==> src/hdl/slcan_ascii_frame_parser_defines.svh <==
// Assertion helpers for the parser; slcan_decoder is the module that uses them.
// Each use expects clk and rst_n in scope.
`ifndef SLCAN_ASCII_FRAME_PARSER_DEFINES_SVH
`define SLCAN_ASCII_FRAME_PARSER_DEFINES_SVH

// Condition must hold at every clock edge out of reset.
`define SLCAN_ASSERT_ALWAYS(label, cond, msg) \
    label: assert property (@(posedge clk) disable iff (!rst_n) (cond)) \
        else $error(msg);

// Consequent must hold in the same cycle as the antecedent.
`define SLCAN_ASSERT_IMPLIES(label, ante, cons, msg) \
    label: assert property (@(posedge clk) disable iff (!rst_n) (ante) |-> (cons)) \
        else $error(msg);

`endif

==> src/hdl/slcan_pkg.sv <==
`timescale 1ns / 1ps

package slcan_pkg;

    localparam int unsigned MAX_DATA_BYTES = 8;

    localparam logic [7:0] CH_CR      = 8'h0d;
    localparam logic [7:0] CH_STD     = 8'h74; // 't'
    localparam logic [7:0] CH_STD_RTR = 8'h72; // 'r'
    localparam logic [7:0] CH_EXT     = 8'h54; // 'T'
    localparam logic [7:0] CH_EXT_RTR = 8'h52; // 'R'

    localparam logic [3:0] STD_ID_DIGITS = 4'd3;
    localparam logic [3:0] EXT_ID_DIGITS = 4'd8;
    localparam logic [4:0] STAMP_DIGITS  = 5'd4;
    localparam logic [3:0] MAX_LEN       = 4'(MAX_DATA_BYTES);

    localparam int unsigned ID_W     = 29;
    localparam int unsigned LEN_W    = 4;
    localparam int unsigned PAYLOAD_W = 64;
    localparam int unsigned STAMP_W  = 16;
    localparam int unsigned POS_W    = 5;
    localparam int unsigned OUT_BITS = ID_W + 1 + 1 + LEN_W + PAYLOAD_W + STAMP_W + 1;
    localparam int unsigned OUT_TDATA_W = ((OUT_BITS + 7) / 8) * 8;

    typedef struct packed {
        logic       valid;
        logic [7:0] ch;
    } slcan_char_t;

    typedef struct packed {
        logic                 malformed;
        logic [STAMP_W-1:0]   time_stamp;
        logic [PAYLOAD_W-1:0] payload;
        logic [LEN_W-1:0]     data_length;
        logic                 is_remote;
        logic                 is_extended;
        logic [ID_W-1:0]      can_id;
    } slcan_frame_t;

    typedef struct packed {
        logic       ok;
        logic [3:0] val;
    } slcan_hex_t;

    function automatic slcan_hex_t hex_decode(input logic [7:0] c);
        slcan_hex_t r;
        logic [7:0] d;
        r.ok = 1'b1;
        d    = 8'h00;
        if (c inside {[8'h30:8'h39]}) begin
            d = c - 8'h30;
        end
        else if (c inside {[8'h41:8'h46]}) begin
            d = c - 8'h37;
        end
        else if (c inside {[8'h61:8'h66]}) begin
            d = c - 8'h57;
        end
        else begin
            r.ok = 1'b0;
        end
        r.val = d[3:0];
        return r;
    endfunction

endpackage

==> src/hdl/slcan_in_stage.sv <==
`timescale 1ns / 1ps

module slcan_in_stage (
    input  logic                 clk,
    input  logic                 rst_n,
    input  logic                 s_axis_tvalid,
    output logic                 s_axis_tready,
    input  logic [7:0]           s_axis_tdata,  // rx_char
    input  logic                 take,
    output slcan_pkg::slcan_char_t char_q
);

    logic       valid_reg;
    logic       valid_next;
    logic [7:0] ch_reg;
    logic [7:0] ch_next;

    // The register is free when empty or when the decoder consumes it this cycle.
    assign s_axis_tready = !valid_reg || take;

    always_comb
    begin
        valid_next = valid_reg;
        ch_next    = ch_reg;
        if (s_axis_tready)
        begin
            valid_next = s_axis_tvalid;
            ch_next    = s_axis_tdata;
        end
    end

    always_ff @(posedge clk or negedge rst_n)
    begin
        if (!rst_n)
        begin
            valid_reg <= 1'b0;
        end
        else
        begin
            valid_reg <= valid_next;
        end
    end

    always_ff @(posedge clk)
    begin
        ch_reg <= ch_next;
    end

    assign char_q = '{valid: valid_reg, ch: ch_reg};

endmodule

==> src/hdl/slcan_decoder.sv <==
`timescale 1ns / 1ps
`include "slcan_ascii_frame_parser_defines.svh"

module slcan_decoder (
    input  logic                   clk,
    input  logic                   rst_n,
    input  slcan_pkg::slcan_char_t char_q,
    output logic                   take,
    output logic                   out_valid,
    input  logic                   out_ready,
    output slcan_pkg::slcan_frame_t frame
);

    logic                              in_frame_reg, in_frame_next;
    logic                              ext_reg, ext_next;
    logic                              rtr_reg, rtr_next;
    logic [slcan_pkg::POS_W-1:0]       pos_reg, pos_next;
    logic [slcan_pkg::ID_W-1:0]        id_reg, id_next;
    logic [slcan_pkg::LEN_W-1:0]       len_reg, len_next;
    logic [slcan_pkg::PAYLOAD_W-1:0]   data_reg, data_next;
    logic [slcan_pkg::STAMP_W-1:0]     stamp_reg, stamp_next;
    logic                              stamp_seen_reg, stamp_seen_next;
    logic                              err_reg, err_next;
    logic                              out_valid_reg, out_valid_next;
    slcan_pkg::slcan_frame_t           frame_reg, frame_next;

    logic [3:0]                        id_len;
    logic [slcan_pkg::POS_W-1:0]       data_end;
    logic [slcan_pkg::POS_W-1:0]       stamp_end;
    logic [slcan_pkg::POS_W-1:0]       off;
    logic [3:0]                        nib_idx;
    logic                              is_start;
    logic                              short_frame;
    logic [3:0]                        len_digit;
    slcan_pkg::slcan_hex_t             hex;

    // Drain the result register or find it empty before taking a character.
    assign take = char_q.valid && (!out_valid_reg || out_ready);

    always_comb
    begin
        id_len    = ext_reg ? slcan_pkg::EXT_ID_DIGITS : slcan_pkg::STD_ID_DIGITS;
        data_end  = 5'(id_len) + 5'd1 + (rtr_reg ? 5'd0 : {len_reg, 1'b0});
        stamp_end = data_end + slcan_pkg::STAMP_DIGITS;
        off       = pos_reg - 5'(id_len) - 5'd1;
        // High nibble of each byte arrives first.
        nib_idx   = {off[3:1], ~off[0]};
        is_start  = (char_q.ch == slcan_pkg::CH_STD) || (char_q.ch == slcan_pkg::CH_STD_RTR)
                 || (char_q.ch == slcan_pkg::CH_EXT) || (char_q.ch == slcan_pkg::CH_EXT_RTR);
        short_frame = (pos_reg < data_end) || ((pos_reg > data_end) && (pos_reg < stamp_end));
        hex       = slcan_pkg::hex_decode(char_q.ch);
        len_digit = char_q.ch[3:0];
    end

    always_comb
    begin
        in_frame_next   = in_frame_reg;
        ext_next        = ext_reg;
        rtr_next        = rtr_reg;
        pos_next        = pos_reg;
        id_next         = id_reg;
        len_next        = len_reg;
        data_next       = data_reg;
        stamp_next      = stamp_reg;
        stamp_seen_next = stamp_seen_reg;
        err_next        = err_reg;
        frame_next      = frame_reg;
        out_valid_next  = out_valid_reg && !out_ready;

        if (take)
        begin
            if (!in_frame_reg)
            begin
                if (is_start)
                begin
                    in_frame_next   = 1'b1;
                    ext_next        = (char_q.ch == slcan_pkg::CH_EXT)
                                   || (char_q.ch == slcan_pkg::CH_EXT_RTR);
                    rtr_next        = (char_q.ch == slcan_pkg::CH_STD_RTR)
                                   || (char_q.ch == slcan_pkg::CH_EXT_RTR);
                    pos_next        = '0;
                    id_next         = '0;
                    len_next        = '0;
                    data_next       = '0;
                    stamp_next      = '0;
                    stamp_seen_next = 1'b0;
                    err_next        = 1'b0;
                end
            end
            else if (char_q.ch == slcan_pkg::CH_CR)
            begin
                in_frame_next          = 1'b0;
                out_valid_next         = 1'b1;
                frame_next.can_id      = id_reg;
                frame_next.is_extended = ext_reg;
                frame_next.is_remote   = rtr_reg;
                frame_next.data_length = len_reg;
                frame_next.payload     = data_reg;
                frame_next.time_stamp  = stamp_seen_reg ? stamp_reg : '0;
                frame_next.malformed   = err_reg || short_frame;
            end
            else if (pos_reg < stamp_end)
            begin
                pos_next = pos_reg + 5'd1;
                if (pos_reg < 5'(id_len))
                begin
                    if (!hex.ok)
                    begin
                        err_next = 1'b1;
                    end
                    id_next = {id_reg[slcan_pkg::ID_W-5:0], hex.val};
                end
                else if (pos_reg == 5'(id_len))
                begin
                    if (char_q.ch inside {[8'h30:8'h39]})
                    begin
                        if (len_digit > slcan_pkg::MAX_LEN)
                        begin
                            len_next = slcan_pkg::MAX_LEN;
                            err_next = 1'b1;
                        end
                        else
                        begin
                            len_next = len_digit;
                        end
                    end
                    else
                    begin
                        len_next = '0;
                        err_next = 1'b1;
                    end
                end
                else if (pos_reg < data_end)
                begin
                    if (!hex.ok)
                    begin
                        err_next = 1'b1;
                    end
                    for (int i = 0; i < slcan_pkg::PAYLOAD_W / 4; i++)
                    begin
                        if (nib_idx == 4'(i))
                        begin
                            data_next[i*4 +: 4] = data_reg[i*4 +: 4] | hex.val;
                        end
                    end
                end
                else
                begin
                    if (!hex.ok)
                    begin
                        err_next = 1'b1;
                    end
                    stamp_next = {stamp_reg[slcan_pkg::STAMP_W-5:0], hex.val};
                    if (pos_reg + 5'd1 == stamp_end)
                    begin
                        stamp_seen_next = 1'b1;
                    end
                end
            end
        end
    end

    always_ff @(posedge clk or negedge rst_n)
    begin
        if (!rst_n)
        begin
            in_frame_reg   <= 1'b0;
            ext_reg        <= 1'b0;
            rtr_reg        <= 1'b0;
            pos_reg        <= '0;
            id_reg         <= '0;
            len_reg        <= '0;
            data_reg       <= '0;
            stamp_reg      <= '0;
            stamp_seen_reg <= 1'b0;
            err_reg        <= 1'b0;
            out_valid_reg  <= 1'b0;
        end
        else
        begin
            in_frame_reg   <= in_frame_next;
            ext_reg        <= ext_next;
            rtr_reg        <= rtr_next;
            pos_reg        <= pos_next;
            id_reg         <= id_next;
            len_reg        <= len_next;
            data_reg       <= data_next;
            stamp_reg      <= stamp_next;
            stamp_seen_reg <= stamp_seen_next;
            err_reg        <= err_next;
            out_valid_reg  <= out_valid_next;
        end
    end

    always_ff @(posedge clk)
    begin
        frame_reg <= frame_next;
    end

    assign out_valid = out_valid_reg;
    assign frame     = frame_reg;

    `SLCAN_ASSERT_ALWAYS(a_pos_in_layout, pos_reg <= 5'd29, "character position past layout")
    `SLCAN_ASSERT_ALWAYS(a_len_clamped, len_reg <= slcan_pkg::MAX_LEN, "length not clamped")
    `SLCAN_ASSERT_IMPLIES(a_std_id_narrow, in_frame_reg && !ext_reg, id_reg[slcan_pkg::ID_W-1:12] == '0, "standard identifier grew past 12 bits")
    `SLCAN_ASSERT_IMPLIES(a_result_from_frame, $rose(out_valid_reg), $past(in_frame_reg) && !in_frame_reg && ($past(char_q.ch) == slcan_pkg::CH_CR), "result without closing carriage return")
    `SLCAN_ASSERT_IMPLIES(a_no_take_when_blocked, out_valid_reg && !out_ready, !take, "character taken while result register blocked")

endmodule

==> src/hdl/slcan_ascii_frame_parser.sv <==
`timescale 1ns / 1ps
// Channel  | Dir | Bits | Contents
// s_axis   | in  |   8  | one received character (rx_char)
// m_axis   | out | 120  | one decoded frame per carriage return inside a frame
//
// Takes one character per cycle unless a held result stalls s_axis; m_axis_tvalid rises
// once the closing carriage return has passed the input register, then the result register.
// Reset (rst_n low, asynchronous) empties both registers and leaves the parser idle.
// A result held on m_axis stalls s_axis only once the input register is also full.

module slcan_ascii_frame_parser (
    input  logic         clk,
    input  logic         rst_n,
    input  logic         s_axis_tvalid,
    output logic         s_axis_tready,
    input  logic [7:0]   s_axis_tdata,  // [7:0] rx_char
    output logic         m_axis_tvalid,
    input  logic         m_axis_tready,
    // [28:0] can_id, [29] is_extended, [30] is_remote, [34:31] data_length,
    // [98:35] payload, [114:99] time_stamp, [115] malformed, [119:116] zero
    output logic [slcan_pkg::OUT_TDATA_W-1:0] m_axis_tdata
);

    slcan_pkg::slcan_char_t  char_q;
    slcan_pkg::slcan_frame_t frame;
    logic                    take;

    slcan_in_stage u_in_stage (
        .clk           (clk),
        .rst_n         (rst_n),
        .s_axis_tvalid (s_axis_tvalid),
        .s_axis_tready (s_axis_tready),
        .s_axis_tdata  (s_axis_tdata),
        .take          (take),
        .char_q        (char_q)
    );

    slcan_decoder u_decoder (
        .clk       (clk),
        .rst_n     (rst_n),
        .char_q    (char_q),
        .take      (take),
        .out_valid (m_axis_tvalid),
        .out_ready (m_axis_tready),
        .frame     (frame)
    );

    assign m_axis_tdata = {(slcan_pkg::OUT_TDATA_W - slcan_pkg::OUT_BITS)'(0), frame};

endmodule
==> config.mk <==
export PLATFORM = sky130hd
export DESIGN_NAME = slcan_ascii_frame_parser
export DESIGN_NICKNAME = d
export VERILOG_FILES = /design/src/hdl/slcan_pkg.sv /design/src/hdl/slcan_in_stage.sv /design/src/hdl/slcan_decoder.sv /design/src/hdl/slcan_ascii_frame_parser.sv
export VERILOG_INCLUDE_DIRS = /design/src /design/src/hdl
export SDC_FILE = /design/constraint.sdc
export NUM_CORES = 1
export LEC_CHECK = 0
export BUFFER_PORTS_ARGS = -buffer_cell sky130_fd_sc_hd__buf_4
export CAP_MARGIN = 10
export CORE_MARGIN = 1
export CORE_UTILIZATION = 35
export CTS_CLUSTER_SIZE = 40
export DETAILED_ROUTE_END_ITERATION = 16
export HOLD_SLACK_MARGIN = 0.1
export PLACE_DENSITY = 0.65
export SYNTH_ARGS = -nofsm -noshare
export SYNTH_HDL_FRONTEND = slang
export SYNTH_SLANG_ARGS = --single-unit
==> constraint.sdc <==
create_clock -name clk -period 6.9 [get_ports clk]
set_input_delay 0.69 -clock clk [delete_from_list [all_inputs] [get_ports clk]]
set_output_delay 0.69 -clock clk [all_outputs]
set_load 0.05 [all_outputs]
==> results.py <==
metrics = {
    "cells_and_area": {
        "stdcell_area_mm2": 0.01221,
        "area_growth_pct": 21.88,
        "post-route-util_pct": 43.71,
        "diodes": 0,
        "mostFrequentLayoutCells": "buf_4 (132), dfrtp_1 (124), edfxtp_1 (124), nand2_1 (70), o21ai_0 (39)",
        "seq_area_mm2": 0.006853,
        "multi_input_area_mm2": 0.002890,
        "n_fill_cell": 2551,
        "layout_commonest_cell": "buf_4",
        "final_nets": 885,
        "layout-drive-gt1-share_pct": 25.66,
        "largest_register_ffs": 116,
    },
    "die": {
        "rows": 61,
        "fp.dieW_um": 171.2,
        "coreArea_mm2": 0.02793,
        "die-area_mm2": 0.02930,
        "io_pins": 134,
        "start_util_pct": 35.86,
        "die_height_um": 171.2,
    },
    "global_route": {
        "grt_pass1_vias": 5937,
        "grt_pass1_wl_um": 34070,
        "grt_usage_pct": 15.09,
        "grt_use_met2_pct": 23.37,
        "grt_most_used_layer": "met2",
        "antenna_found_initial": 0,
        "grt_max_degree": 93,
        "use_met3_pct": 2.393,
        "overflow": 0,
        "grt_use_met1_pct": 21.84,
    },
    "cts": {
        "h-tree-depth": 1,
        "clock_latency_ns": 0.54,
        "numCtsBuffers": 27,
        "post_cts_resized": 0,
        "cts_tree": "done",
        "postCtsSetupRepairBufs": 0,
        "cts.sinks": 249,
        "cts-root-buf": "clkbuf_16",
        "hold_buffers": 0,
        "cts_buffer_depth": 3,
        "clkTransAtPathRegs_ns": 0.06,
    },
    "sta": {
        "fin_ws_ns": 2.026,
        "drv_slew": 0,
        "setup_viol": 0,
        "fmax_mhz": 205.2,
        "rsz0062_at_grt": "no",
        "clock_skew_ns": 0.01994,
        "max-slew-margin-rel_pct": 21.32,
        "finalCriticalPeriod_ns": 4.874,
        "tns_ns": 0,
        "hold_violations": 0,
        "worst_pin_slew_ns": 1.171,
        "min_period_over_period_pct": 70.64,
        "hold_ws_ns": 0.2169,
    },
    "pwr": {
        "p_int_mw": 2.717,
        "pwr-share-comb_pct": 17.0,
        "pwr-share-clk_pct": 36.8,
        "ir_worst_vdd_uv": 213.5,
        "switchingPower_mw": 1.099,
        "power_density_mw_per_mm2": 312.5,
        "seqPwrFrac_pct": 46.2,
        "p_leak_nw": 5.398,
        "sw_frac_of_total_pct": 28.80,
    },
    "status": {
        "status": "finished, final reports clean",
    },
    "detailed_routing": {
        "first_pass_iters": 4,
        "wl_per_cell_um": 17.57,
        "vias": 6140,
        "drc": 0,
        "drt_wl_total_um": 21980,
        "via_per_inst": 4.908,
        "ant_nets": 0,
        "drtIter0Drc": 447,
    },
    "critical_path": {
        "end_kind": "flop",
        "slowest_delay_ns": 0.95,
        "crit_required_ns": 7.33,
        "start_kind": "flop",
        "critical_path_class": "reg2reg",
        "slowest_stage": "o21ai_4",
        "cp.arrival_ns": 5.30,
        "worst-path-max-fanout": 40,
        "crit_chain": "inv_1 > ha_1 > xnor2_1 > xor2_1 > inv_1 > ha_1 > inv_1 > ha_1 > a21o_1 > a21oi_1 > o21ai_0 > o21ai_4 > nand2_2 > mux2_4",
    },
    "synthesis": {
        "ys_ff_latch": 249,
        "synth_edf_count": 124,
        "avgSynthCellArea_um2": 13.90,
        "synthArstFlopShare_pct": 50.20,
        "synth_area_mm2": 0.01002,
        "synth-main-ff-cell": "dfrtp_1",
        "yosys_warnings": 0,
        "ys_seq_area_share_pct": 68.39,
        "synth_cell_types": 68,
        "netlist_instances": 721,
    },
    "placement": {
        "placed_area_mm2": 0.01134,
        "gp_congestion": 0.8885,
        "place_ws_ns": 2.059,
        "portBuffers": 129,
        "dpl.hpwl_um": 14510,
    },
    "hold_path": {
        "hold_path.class": "in2async",
    },
    "flow_run": {
        "cap_violations": 0,
    },
}
## critical path, delay by kind of cell, from the launching register on
kind	cells	cell delay (ns)
compound gates	4	1.61
xor+xnor	2	0.39
fa+ha+maj	3	0.82
buf+inv	3	0.26
flops	1	0.53
mux	1	0.48
simple gates	1	0.68
## layout make-up
class                      count  share of cell area (%)
clock buffer                  33                   5.718
timing repair buffer         133                   8.280
tap                          378                   3.873
clock inverter                17                   1.414
multi-input combinational    411                   23.67
inverter                      30                  0.9222
sequential                   249                   56.12
## power groups by stage
stage	clock network [mW]	logic (mW)	registers [mW]
global route	1.50	0.723	1.77
floorplan	0	0.511	1.75
detailed placement	0	0.644	1.79
CTS	1.44	0.648	1.76
global placement	0	0.635	1.79
finish	1.41	0.649	1.76
## Yosys cell counts (3+ instances only)
master	instances	area [um2]
nor3_1	6	30.03
nor2b_1	3	18.77
o31a_1	3	26.28
nand2_1	70	262.8
a21bo_2	15	150.1
o21ai_1	5	25.02
nand2b_1	9	56.30
mux2_2	6	67.56
buf_4	5	37.54
nor2_1	37	138.9
inv_1	30	112.6
and2_1	10	62.56
nand3_1	13	65.06
mux2i_1	17	170.2
xnor2_1	4	35.03
and3_1	6	37.54
a22o_1	36	315.3
mux2_4	4	60.06
o21ai_0	39	195.2
ha_1	20	250.2
a21bo_1	10	100.1
buf_6	5	56.30
a21oi_1	10	50.05
dfrtp_1	125	3128
or3_1	3	18.77
nand4_1	27	168.9
clkbuf_1	17	63.81
buf_2	6	30.03
a21o_1	3	22.52
edfxtp_1	124	3724
nand3b_1	5	37.54
xor2_1	4	35.03
## per-stage QoR
step                      power (mW)  cells
final                          3.816   1251
after detailed placement       2.435   1201
after global routing           3.998   1251
after global placement         2.421   1201
after floorplan                2.261    724
after CTS                      3.850   1251
## logic make-up after synthesis
group / after synthesis / share of synthesized area (%)
DFF: 249 / 68.39
muxes: 27 / 2.972
other: 1 / 0.03743
and+or+nand+nor: 209 / 11.38
adders and majority gates: 21 / 2.698
xor gates and xnor gates: 8 / 0.6993
AOI/OAI and AO/OA: 142 / 10.79
buffers and inverters: 64 / 3.035
## path summary, 6_finish.rpt
kind	start	endpoint	slack, ns	cells after the start
setup reg to reg	u_decoder.ext_reg	u_decoder.id_reg[0]	2.03	14
setup / recovery	u_decoder.ext_reg	u_decoder.id_reg[0]	2.03	14
min in group clk	s_axis_tdata[6]	u_in_stage.ch_reg[6]	0.33	1
max in group asynchronous	rst_n	u_decoder.in_frame_reg	5.25	2
hold reg to reg	u_decoder.data_reg[41]	u_decoder.frame[76]	0.45	0
hold / removal	rst_n	u_decoder.data_reg[52]	0.22	1
## routing by layer
metal | share of wire, % | routed length, um | up-vias
met5 | 0 | 0 | -
met1 | 48 | 10530 | 3046
met2 | 45 | 9989 | 168
met4 | 1.9 | 412 | 0
met3 | 4.8 | 1045 | 32
li1 | - | - | 2894
Note: power is estimated with default switching activity, not from simulation.
